**src/ehpt_pkg.sv**
```systemverilog
`timescale 1ns / 1ps

package ehpt_pkg;

  localparam int TimeBits = 32;
  localparam int CoordW   = 32;
  localparam int DeltaW   = 16;
  localparam int CfgIdxW  = 3;
  localparam int CmpW     = (TimeBits > CoordW) ? TimeBits : CoordW;
  localparam int QuotW    = 16;
  localparam int DivCntW  = 4;

  localparam logic [18:0] ThreeQ = 19'd196608;
  localparam logic [18:0] OneQ   = 19'd65536;

  localparam logic signed [34:0] SatHi = 35'sd2147483647;
  localparam logic signed [34:0] SatLo = -35'sd2147483648;

  typedef enum logic [CfgIdxW-1:0] {
    REG_START_X  = 3'd0,
    REG_START_Y  = 3'd1,
    REG_START_Z  = 3'd2,
    REG_END_X    = 3'd3,
    REG_END_Y    = 3'd4,
    REG_END_Z    = 3'd5,
    REG_DURATION = 3'd6,
    REG_HOP      = 3'd7
  } cfg_reg_e;

  typedef enum logic [2:0] {
    MUL_TT  = 3'd0,
    MUL_E   = 3'd1,
    MUL_H   = 3'd2,
    MUL_X   = 3'd3,
    MUL_Y   = 3'd4,
    MUL_Z   = 3'd5,
    MUL_HOP = 3'd6
  } mul_op_e;

  typedef struct packed {
    logic    acc;
    logic    div_init;
    logic    div_step;
    logic    mul_en;
    mul_op_e mul_op;
    logic    out_load;
    logic    out_fin;
  } cmd_t;

  typedef struct packed {
    logic fin;
  } status_t;

endpackage

```
**src/ehpt_ctrl.sv**
```systemverilog
`timescale 1ns / 1ps

module ehpt_ctrl (
  input  logic             clk_i,
  input  logic             rst_ni,
  input  logic             in_valid_i,
  output logic             in_ready_o,
  output logic             out_valid_o,
  input  logic             out_ready_i,
  input  ehpt_pkg::status_t status_i,
  output ehpt_pkg::cmd_t    cmd_o
);
  import ehpt_pkg::*;

  typedef enum logic [2:0] {
    ST_IDLE,
    ST_CHECK,
    ST_DIV,
    ST_MUL,
    ST_OUT
  } state_e;

  state_e               state_q;
  logic [DivCntW-1:0]   cnt_q;
  logic                 fin_q;
  logic                 out_valid_q;
  logic                 out_free;

  assign out_free    = !out_valid_q || out_ready_i;
  assign in_ready_o  = (state_q == ST_IDLE);
  assign out_valid_o = out_valid_q;

  always_comb begin
    cmd_o          = '0;
    cmd_o.mul_op   = MUL_TT;
    cmd_o.out_fin  = fin_q;
    unique case (state_q)
      ST_IDLE:  cmd_o.acc = in_valid_i;
      ST_CHECK: cmd_o.div_init = !status_i.fin;
      ST_DIV:   cmd_o.div_step = 1'b1;
      ST_MUL: begin
        cmd_o.mul_en = 1'b1;
        cmd_o.mul_op = mul_op_e'(cnt_q[2:0]);
      end
      ST_OUT:   cmd_o.out_load = out_free;
      default:  cmd_o = '0;
    endcase
  end

  always_ff @(posedge clk_i or negedge rst_ni) begin
    if (!rst_ni) begin
      state_q     <= ST_IDLE;
      cnt_q       <= '0;
      fin_q       <= 1'b0;
      out_valid_q <= 1'b0;
    end else begin
      if (out_valid_q && out_ready_i && (state_q != ST_OUT)) begin
        out_valid_q <= 1'b0;
      end
      unique case (state_q)
        ST_IDLE: begin
          if (in_valid_i) begin
            state_q <= ST_CHECK;
          end
        end
        ST_CHECK: begin
          fin_q <= status_i.fin;
          cnt_q <= '0;
          state_q <= status_i.fin ? ST_OUT : ST_DIV;
        end
        ST_DIV: begin
          if (cnt_q == DivCntW'(QuotW - 1)) begin
            cnt_q   <= '0;
            state_q <= ST_MUL;
          end else begin
            cnt_q <= cnt_q + 1'b1;
          end
        end
        ST_MUL: begin
          cnt_q <= cnt_q + 1'b1;
          if (cnt_q[2:0] == MUL_HOP) begin
            state_q <= ST_OUT;
          end
        end
        ST_OUT: begin
          if (out_free) begin
            out_valid_q <= 1'b1;
            state_q     <= ST_IDLE;
          end
        end
        default: state_q <= ST_IDLE;
      endcase
    end
  end

endmodule

```
**src/ehpt_dp.sv**
```systemverilog
`timescale 1ns / 1ps

module ehpt_dp (
  input  logic                              clk_i,
  input  logic                              rst_ni,
  input  logic                              cfg_we_i,
  input  logic [ehpt_pkg::CfgIdxW-1:0]      cfg_idx_i,
  input  logic [ehpt_pkg::CoordW-1:0]       cfg_data_i,
  input  logic [ehpt_pkg::DeltaW-1:0]       delta_ms_i,
  input  ehpt_pkg::cmd_t                    cmd_i,
  output ehpt_pkg::status_t                 status_o,
  output logic signed [ehpt_pkg::CoordW-1:0] pos_x_o,
  output logic signed [ehpt_pkg::CoordW-1:0] pos_y_o,
  output logic signed [ehpt_pkg::CoordW-1:0] pos_z_o,
  output logic                              finished_o
);
  import ehpt_pkg::*;

  logic [CoordW-1:0]   regs_q [8];
  logic [TimeBits-1:0] elapsed_q;
  logic [TimeBits:0]   elapsed_sum;
  logic [CoordW-1:0]   dur;
  logic [CmpW-1:0]     elapsed_ext;

  logic [CoordW-1:0]   rem_q;
  logic [CoordW:0]     rem2;
  logic                rem_ge;
  logic [QuotW-1:0]    t_q;

  logic signed [CoordW:0] dx_q, dy_q, dz_q;
  logic [31:0]            tt_q;
  logic [16:0]            e_q;
  logic [16:0]            h_q;
  logic [31:0]            qx_q, qz_q;
  logic signed [33:0]     qy_q;
  logic signed [32:0]     qhop_q;

  logic signed [33:0] mul_a;
  logic signed [18:0] mul_b;
  logic signed [52:0] mul_p;
  logic signed [34:0] y_sum;
  logic [CoordW-1:0]  y_sat;

  logic signed [CoordW-1:0] pos_x_q, pos_y_q, pos_z_q;
  logic                     finished_q;

  // effective duration, zero acts as one
  assign dur = (regs_q[REG_DURATION] == '0) ? CoordW'(1) : regs_q[REG_DURATION];

  assign elapsed_sum = {1'b0, elapsed_q} + (TimeBits + 1)'(delta_ms_i);
  assign elapsed_ext = CmpW'(elapsed_q);
  assign status_o.fin = elapsed_ext >= CmpW'(dur);

  assign rem2   = {rem_q, 1'b0};
  assign rem_ge = rem2 >= {1'b0, dur};

  always_comb begin
    case (cmd_i.mul_op)
      MUL_TT: begin
        mul_a = {18'd0, t_q};
        mul_b = {3'd0, t_q};
      end
      MUL_E: begin
        mul_a = {2'd0, tt_q};
        mul_b = ThreeQ - {2'd0, t_q, 1'b0};
      end
      MUL_H: begin
        mul_a = {18'd0, t_q};
        mul_b = OneQ - {3'd0, t_q};
      end
      MUL_X: begin
        mul_a = {dx_q[CoordW], dx_q};
        mul_b = {2'd0, e_q};
      end
      MUL_Y: begin
        mul_a = {dy_q[CoordW], dy_q};
        mul_b = {2'd0, e_q};
      end
      MUL_Z: begin
        mul_a = {dz_q[CoordW], dz_q};
        mul_b = {2'd0, e_q};
      end
      MUL_HOP: begin
        mul_a = {{2{regs_q[REG_HOP][CoordW-1]}}, regs_q[REG_HOP]};
        mul_b = {2'd0, h_q};
      end
      default: begin
        mul_a = '0;
        mul_b = '0;
      end
    endcase
  end

  assign mul_p = mul_a * mul_b;

  // lerp y plus hop, clamped to the signed 32-bit range
  always_comb begin
    y_sum = {{3{regs_q[REG_START_Y][CoordW-1]}}, regs_q[REG_START_Y]}
          + {qy_q[33], qy_q}
          + {{2{qhop_q[32]}}, qhop_q};
    if (y_sum > SatHi) begin
      y_sat = {1'b0, {(CoordW-1){1'b1}}};
    end else if (y_sum < SatLo) begin
      y_sat = {1'b1, {(CoordW-1){1'b0}}};
    end else begin
      y_sat = y_sum[CoordW-1:0];
    end
  end

  always_ff @(posedge clk_i or negedge rst_ni) begin
    if (!rst_ni) begin
      for (int i = 0; i < 8; i++) begin
        regs_q[i] <= (i == REG_DURATION) ? CoordW'(1) : '0;
      end
      elapsed_q <= '0;
    end else begin
      if (cfg_we_i) begin
        regs_q[cfg_idx_i] <= cfg_data_i;
      end
      if (cmd_i.acc) begin
        // saturating elapsed counter
        elapsed_q <= elapsed_sum[TimeBits] ? '1 : elapsed_sum[TimeBits-1:0];
      end
    end
  end

  always_ff @(posedge clk_i) begin
    if (cmd_i.div_init) begin
      rem_q <= elapsed_ext[CoordW-1:0];
      t_q   <= '0;
      dx_q  <= {regs_q[REG_END_X][CoordW-1], regs_q[REG_END_X]}
             - {regs_q[REG_START_X][CoordW-1], regs_q[REG_START_X]};
      dy_q  <= {regs_q[REG_END_Y][CoordW-1], regs_q[REG_END_Y]}
             - {regs_q[REG_START_Y][CoordW-1], regs_q[REG_START_Y]};
      dz_q  <= {regs_q[REG_END_Z][CoordW-1], regs_q[REG_END_Z]}
             - {regs_q[REG_START_Z][CoordW-1], regs_q[REG_START_Z]};
    end
    if (cmd_i.div_step) begin
      rem_q <= rem_ge ? CoordW'(rem2 - {1'b0, dur}) : rem2[CoordW-1:0];
      t_q   <= {t_q[QuotW-2:0], rem_ge};
    end
    if (cmd_i.mul_en) begin
      case (cmd_i.mul_op)
        MUL_TT:  tt_q   <= mul_p[31:0];
        MUL_E:   e_q    <= mul_p[48:32];
        MUL_H:   h_q    <= mul_p[30:14];
        MUL_X:   qx_q   <= mul_p[47:16];
        MUL_Y:   qy_q   <= mul_p[49:16];
        MUL_Z:   qz_q   <= mul_p[47:16];
        MUL_HOP: qhop_q <= mul_p[48:16];
        default: tt_q   <= tt_q;
      endcase
    end
    if (cmd_i.out_load) begin
      finished_q <= cmd_i.out_fin;
      if (cmd_i.out_fin) begin
        pos_x_q <= regs_q[REG_END_X];
        pos_y_q <= regs_q[REG_END_Y];
        pos_z_q <= regs_q[REG_END_Z];
      end else begin
        pos_x_q <= regs_q[REG_START_X] + qx_q;
        pos_y_q <= y_sat;
        pos_z_q <= regs_q[REG_START_Z] + qz_q;
      end
    end
  end

  assign pos_x_o    = pos_x_q;
  assign pos_y_o    = pos_y_q;
  assign pos_z_o    = pos_z_q;
  assign finished_o = finished_q;

endmodule

```
**src/eased_hop_position_tween.sv**
```systemverilog
`timescale 1ns / 1ps
// finished path: accept, check, then load the end position into the result register
// running path: a 16-bit restoring division for t, one bit per cycle, then the steps
// on one shared multiplier (t squared, ease, arc, three lerps, hop)
// a new item is taken only in idle, once the previous one has been loaded for output
// the result register lets the next item in while a result waits to be taken
// reset: elapsed time 0, duration 1, other config registers 0, no result pending

module eased_hop_position_tween (
  input  logic                               clk_i,
  input  logic                               rst_ni,
  input  logic                               cfg_we_i,
  input  logic [ehpt_pkg::CfgIdxW-1:0]       cfg_idx_i,
  input  logic [ehpt_pkg::CoordW-1:0]        cfg_data_i,
  input  logic                               in_valid_i,
  output logic                               in_ready_o,
  input  logic [ehpt_pkg::DeltaW-1:0]        delta_ms_i,
  output logic                               out_valid_o,
  input  logic                               out_ready_i,
  output logic signed [ehpt_pkg::CoordW-1:0] pos_x_o,
  output logic signed [ehpt_pkg::CoordW-1:0] pos_y_o,
  output logic signed [ehpt_pkg::CoordW-1:0] pos_z_o,
  output logic                               finished_o
);
  import ehpt_pkg::*;

  cmd_t    cmd;
  status_t status;

  ehpt_ctrl u_ctrl (
    .clk_i       (clk_i),
    .rst_ni      (rst_ni),
    .in_valid_i  (in_valid_i),
    .in_ready_o  (in_ready_o),
    .out_valid_o (out_valid_o),
    .out_ready_i (out_ready_i),
    .status_i    (status),
    .cmd_o       (cmd)
  );

  ehpt_dp u_dp (
    .clk_i      (clk_i),
    .rst_ni     (rst_ni),
    .cfg_we_i   (cfg_we_i),
    .cfg_idx_i  (cfg_idx_i),
    .cfg_data_i (cfg_data_i),
    .delta_ms_i (delta_ms_i),
    .cmd_i      (cmd),
    .status_o   (status),
    .pos_x_o    (pos_x_o),
    .pos_y_o    (pos_y_o),
    .pos_z_o    (pos_z_o),
    .finished_o (finished_o)
  );

endmodule
```
**config.mk**
```make
export PLATFORM = sky130hd
export DESIGN_NAME = eased_hop_position_tween
export DESIGN_NICKNAME = d
export VERILOG_FILES = /design/src/ehpt_pkg.sv /design/src/ehpt_ctrl.sv /design/src/ehpt_dp.sv /design/src/eased_hop_position_tween.sv
export SDC_FILE = /design/constraint.sdc
export NUM_CORES = 2
export LEC_CHECK = 0
export BUFFER_PORTS_ARGS = -buffer_cell sky130_fd_sc_hd__buf_2
export CAP_MARGIN = 20
export CELL_PAD_IN_SITES_DETAIL_PLACEMENT = 0
export CELL_PAD_IN_SITES_GLOBAL_PLACEMENT = 1
export CORE_ASPECT_RATIO = 0.5
export CORE_UTILIZATION = 35
export DETAILED_ROUTE_END_ITERATION = 12
export PLACE_DENSITY = 0.59
export RECOVER_POWER = 50
export SLEW_MARGIN = 20
export SYNTH_ARGS = -nofsm -noshare
export SYNTH_HDL_FRONTEND = slang
export SYNTH_SLANG_ARGS = --single-unit
```
**constraint.sdc**
```tcl
create_clock -name clk_i -period 11.05 [get_ports clk_i]
set_input_delay 0 -clock clk_i [delete_from_list [all_inputs] [get_ports clk_i]]
set_output_delay 0 -clock clk_i [all_outputs]
set_load 0.02 [all_outputs]
```
==> results.py <==
metrics = {
    "worst_setup_path": {
        "cp_slowest_cell": "xnor2_1",
        "start_kind": "flip-flop",
        "crit_fanout": 15,
        "cp.arrival_ns": 10.77,
        "crit_top_cell": "fa_1",
        "critPathCaptureType": "flip-flop",
        "worst-endpoint-required_ns": 11.38,
        "path_class": "reg2reg",
        "max_stage_delay_ns": 0.74,
    },
    "synth": {
        "ys_seq_area_frac": 0.336,
        "ys_warn_count": 0,
        "synth-edff-count": 441,
        "synth-seq-cells": 738,
        "synthesis.instances": 6138,
        "avgSynthCellArea_um2": 10.0,
        "synthArstFlopShare": 0.402,
        "syn_area_um2": 61500,
        "synth.distinct_cells": 96,
        "synth_nets": 7195,
        "ys.flop_type": "edfxtp_1",
    },
    "floorplanning": {
        "start_util": 0.354,
        "dieArea_um2": 178000,
        "ioPinCount": 155,
        "die_x_um": 595,
        "die_h_um": 298,
        "rows": 108,
        "core_area_um2": 174000,
    },
    "detailed_routing": {
        "first_iter_violations": 3640,
        "drc": 0,
        "num_vias": 46205,
        "routed_wl_um": 208000,
        "wl_per_cell_um": 23.8,
        "dr.pass1.iters": 6,
        "viasPerCell": 5.29,
        "ant_nets": 0,
    },
    "clock_network": {
        "clock_path_buffers": 3,
        "clock-root-buffer": "clkbuf_16",
        "path_clk_slew_ns": 0.06,
        "clk_latency_ns": 0.69,
        "cts_sinks": 738,
        "numCtsBuffers": 86,
        "cts_tree": "done",
        "htree_levels": 3,
    },
    "timing": {
        "grt_setup_unrepaired": "false",
        "hold_viol": 0,
        "setup_viol": 0,
        "tightest_slew_ns": 3.68,
        "min_period_over_period": 0.945,
        "final_max_slew_viol_count": 669,
        "clock_skew_ns": 0.0318,
        "setup_tns_ns": 0,
        "clock.fmax_mhz": 95.8,
        "max_slew_margin": -1.45,
        "min_period_ns": 10.44,
    },
    "global_route": {
        "antenna_found_initial": 16,
        "grt_pass1_vias": 47120,
        "overflow": 0,
        "grt_util_all_layers": 0.234,
        "grt_pass1_wl_um": 309000,
        "grt_start_max_net_pins": 99,
    },
    "worst_hold_path": {
        "hp-class": "in2reg",
    },
    "cells_and_area": {
        "fill_cells": 17200,
        "drive_gt1_frac": 0.0872,
        "syn2layout_area_growth_pct": 12.3,
        "num-nets-final": 7402,
    },
    "place": {
        "gp_congestion": 0.910,
        "port_buffers": 154,
        "hpwl_um": 165000,
    },
    "status": {
        "violations": "max-capacitance violations, max-slew violations",
        "outcome": "finished with violations",
    },
    "job": {
        "cap_violations": 14,
    },
}
[synthesized netlist by cell type, types with 12 or more instances]
library cell | count | area share
nand3b_1 | 15 | 0.0018
and2_1 | 45 | 0.0046
a211o_1 | 15 | 0.0021
nor3_1 | 52 | 0.0042
a21boi_0 | 13 | 0.0016
o21ai_1 | 13 | 0.0011
nand4_1 | 24 | 0.0024
nand2b_1 | 34 | 0.0035
a221oi_1 | 36 | 0.0051
nand2_1 | 718 | 0.044
xnor2_1 | 164 | 0.023
o211ai_1 | 19 | 0.0023
a221o_1 | 39 | 0.0063
a21oi_1 | 250 | 0.020
o31ai_1 | 12 | 0.0015
mux2i_1 | 34 | 0.0055
mux2_2 | 162 | 0.030
a31oi_1 | 59 | 0.0060
o21bai_1 | 35 | 0.0043
xor2_1 | 99 | 0.014
o31a_1 | 14 | 0.0020
nor4_1 | 18 | 0.0018
nor2_1 | 491 | 0.030
o21ai_0 | 285 | 0.023
or3_1 | 28 | 0.0028
and3_1 | 34 | 0.0035
dfrtp_1 | 296 | 0.12
fa_1 | 603 | 0.20
a22oi_1 | 55 | 0.0067
nand3_1 | 61 | 0.0050
ha_1 | 398 | 0.081
buf_2 | 32 | 0.0026
or2_2 | 16 | 0.0016
inv_1 | 921 | 0.056
nor2b_1 | 33 | 0.0034
edfxtp_1 | 441 | 0.22
a21o_1 | 116 | 0.014
o21a_1 | 59 | 0.0072
clkbuf_1 | 183 | 0.011
a211oi_1 | 31 | 0.0038
[registers in the layout, indices dropped and copies added (netlist names), 17 cells and up]
| signal | count |
|---|---|
| u_dp.regs_q | 256 |
| u_dp.qy_q | 34 |
| u_dp.dx_q | 33 |
| u_dp.dy_q | 33 |
| u_dp.dz_q | 33 |
| u_dp.qhop_q | 33 |
| u_dp.elapsed_ext | 32 |
| u_dp.pos_x_o | 32 |
| u_dp.pos_y_o | 32 |
| u_dp.pos_z_o | 32 |
| u_dp.qx_q | 32 |
| u_dp.qz_q | 32 |
| u_dp.rem_q | 32 |
| u_dp.tt_q | 32 |
| u_dp.e_q | 17 |
| u_dp.h_q | 17 |
[placed cells by master, fill, tap and decap left out, types with 31 or more instances in the layout]
cell and n:
dlygate4sd3_1 57, mux2_2 161, a22oi_1 55, o21bai_1 35
fa_1 603, nand2_1 716, xnor2_1 161, and3_1 34
and2_1 39, edfxtp_1 441, clkbuf_1 125, buf_2 53
a221oi_1 33, a221o_1 39, nand3_1 60, xor2_1 97
o21a_1 59, dfrtp_1 296, nor3_1 50, mux2i_1 34
ha_1 398, nor2_1 489, o21ai_0 285, a211oi_1 31
nor2b_1 33, inv_1 920, a31oi_1 59, buf_4 120
nand2b_1 34, a21oi_1 247, clkbuf_16 92, a21o_1 115
[stage by stage]
| step | setup WS (ns) | hold slack, ns | area (µm²) | instances | utilization |
|---|---|---|---|---|---|
| after floorplan | 2.02 | -0.296 | 61500 | 6138 | - |
| after global placement | 0.553 | 0.0963 | 65400 | 8505 | 0.376 |
| after detailed placement | 0.422 | 0.104 | 65500 | 8506 | 0.376 |
| after CTS | 0.338 | 0.0640 | 69300 | 8726 | 0.398 |
| after global routing | 0.195 | 0.197 | 69100 | 8731 | 0.397 |
| final | 0.610 | 0.193 | 69100 | 8737 | 0.397 |
[area by class of cell]
type	count	area, µm²	share of cell area
tap	2310	2890	0.0418
inverter	921	3460	0.0501
clock buffer	109	2440	0.0353
clock inverter	53	757	0.0110
antenna	8	20.0	0.000290
sequential	738	20700	0.299
multi-input combinational	4249	36600	0.530
timing repair buffer	349	2230	0.0323
[repair_timing]
action / in CTS / in global routing
hold buffers: 58 / 0
setup endpoints to repair: 0 / 5
endpoints found under the hold margin: 370 / 0
gates resized for setup: 0 / 2
buffers inserted: 0 / 2
[kinds of logic (layout without fill, tap and decap cells)]
family | Yosys count | after routing | synth area share
AOI/OAI and AO/OA | 1184 | 1184 | 0.129
buffers and inverters | 1151 | 1432 | 0.0718
other | 0 | 8 | 0
and+or+nand+nor | 1605 | 1605 | 0.114
DFF | 738 | 738 | 0.336
adders and majority gates | 1001 | 1001 | 0.277
muxes | 196 | 196 | 0.0352
xor gates and xnor gates | 263 | 263 | 0.0374
[layer usage]
metal	part of all wire	track usage	up-vias
met1	0.49	0.354	23475
met5	0	0	-
met2	0.43	0.352	1432
met3	0.061	0.0328	227
met4	0.022	0.0540	0
li1	-	-	21071
[final timing paths]
kind	start	end	slack, ns	depth (start not counted)
max in group asynchronous	rst_ni	u_dp.regs_q[222]	2.93	5
worst min-delay path	cfg_we_i	u_dp.regs_q[128]	0.19	4
worst max-delay path	u_ctrl.state_q[1]	u_dp.e_q[10]	0.61	30
worst max register to register	u_ctrl.state_q[1]	u_dp.e_q[10]	0.61	30
min in group asynchronous	rst_ni	u_dp.regs_q[40]	1.67	3
worst min register to register	u_dp.regs_q[22]	u_dp.regs_q[22]	0.51	1
[worst max-delay path: cells and delay by family (launching register included)]
kind                       cells  cell delay (ns)
and+or+nand+nor                9             2.31
adders and majority gates      7             3.30
DFF                            1             0.46
buffers and inverters          8             1.87
xor gates and xnor gates       1             0.74
AOI/OAI and AO/OA              5             1.34
Power is not shown: default switching activity piles up to over one toggle a cycle in this logic, so the estimate is an artifact.
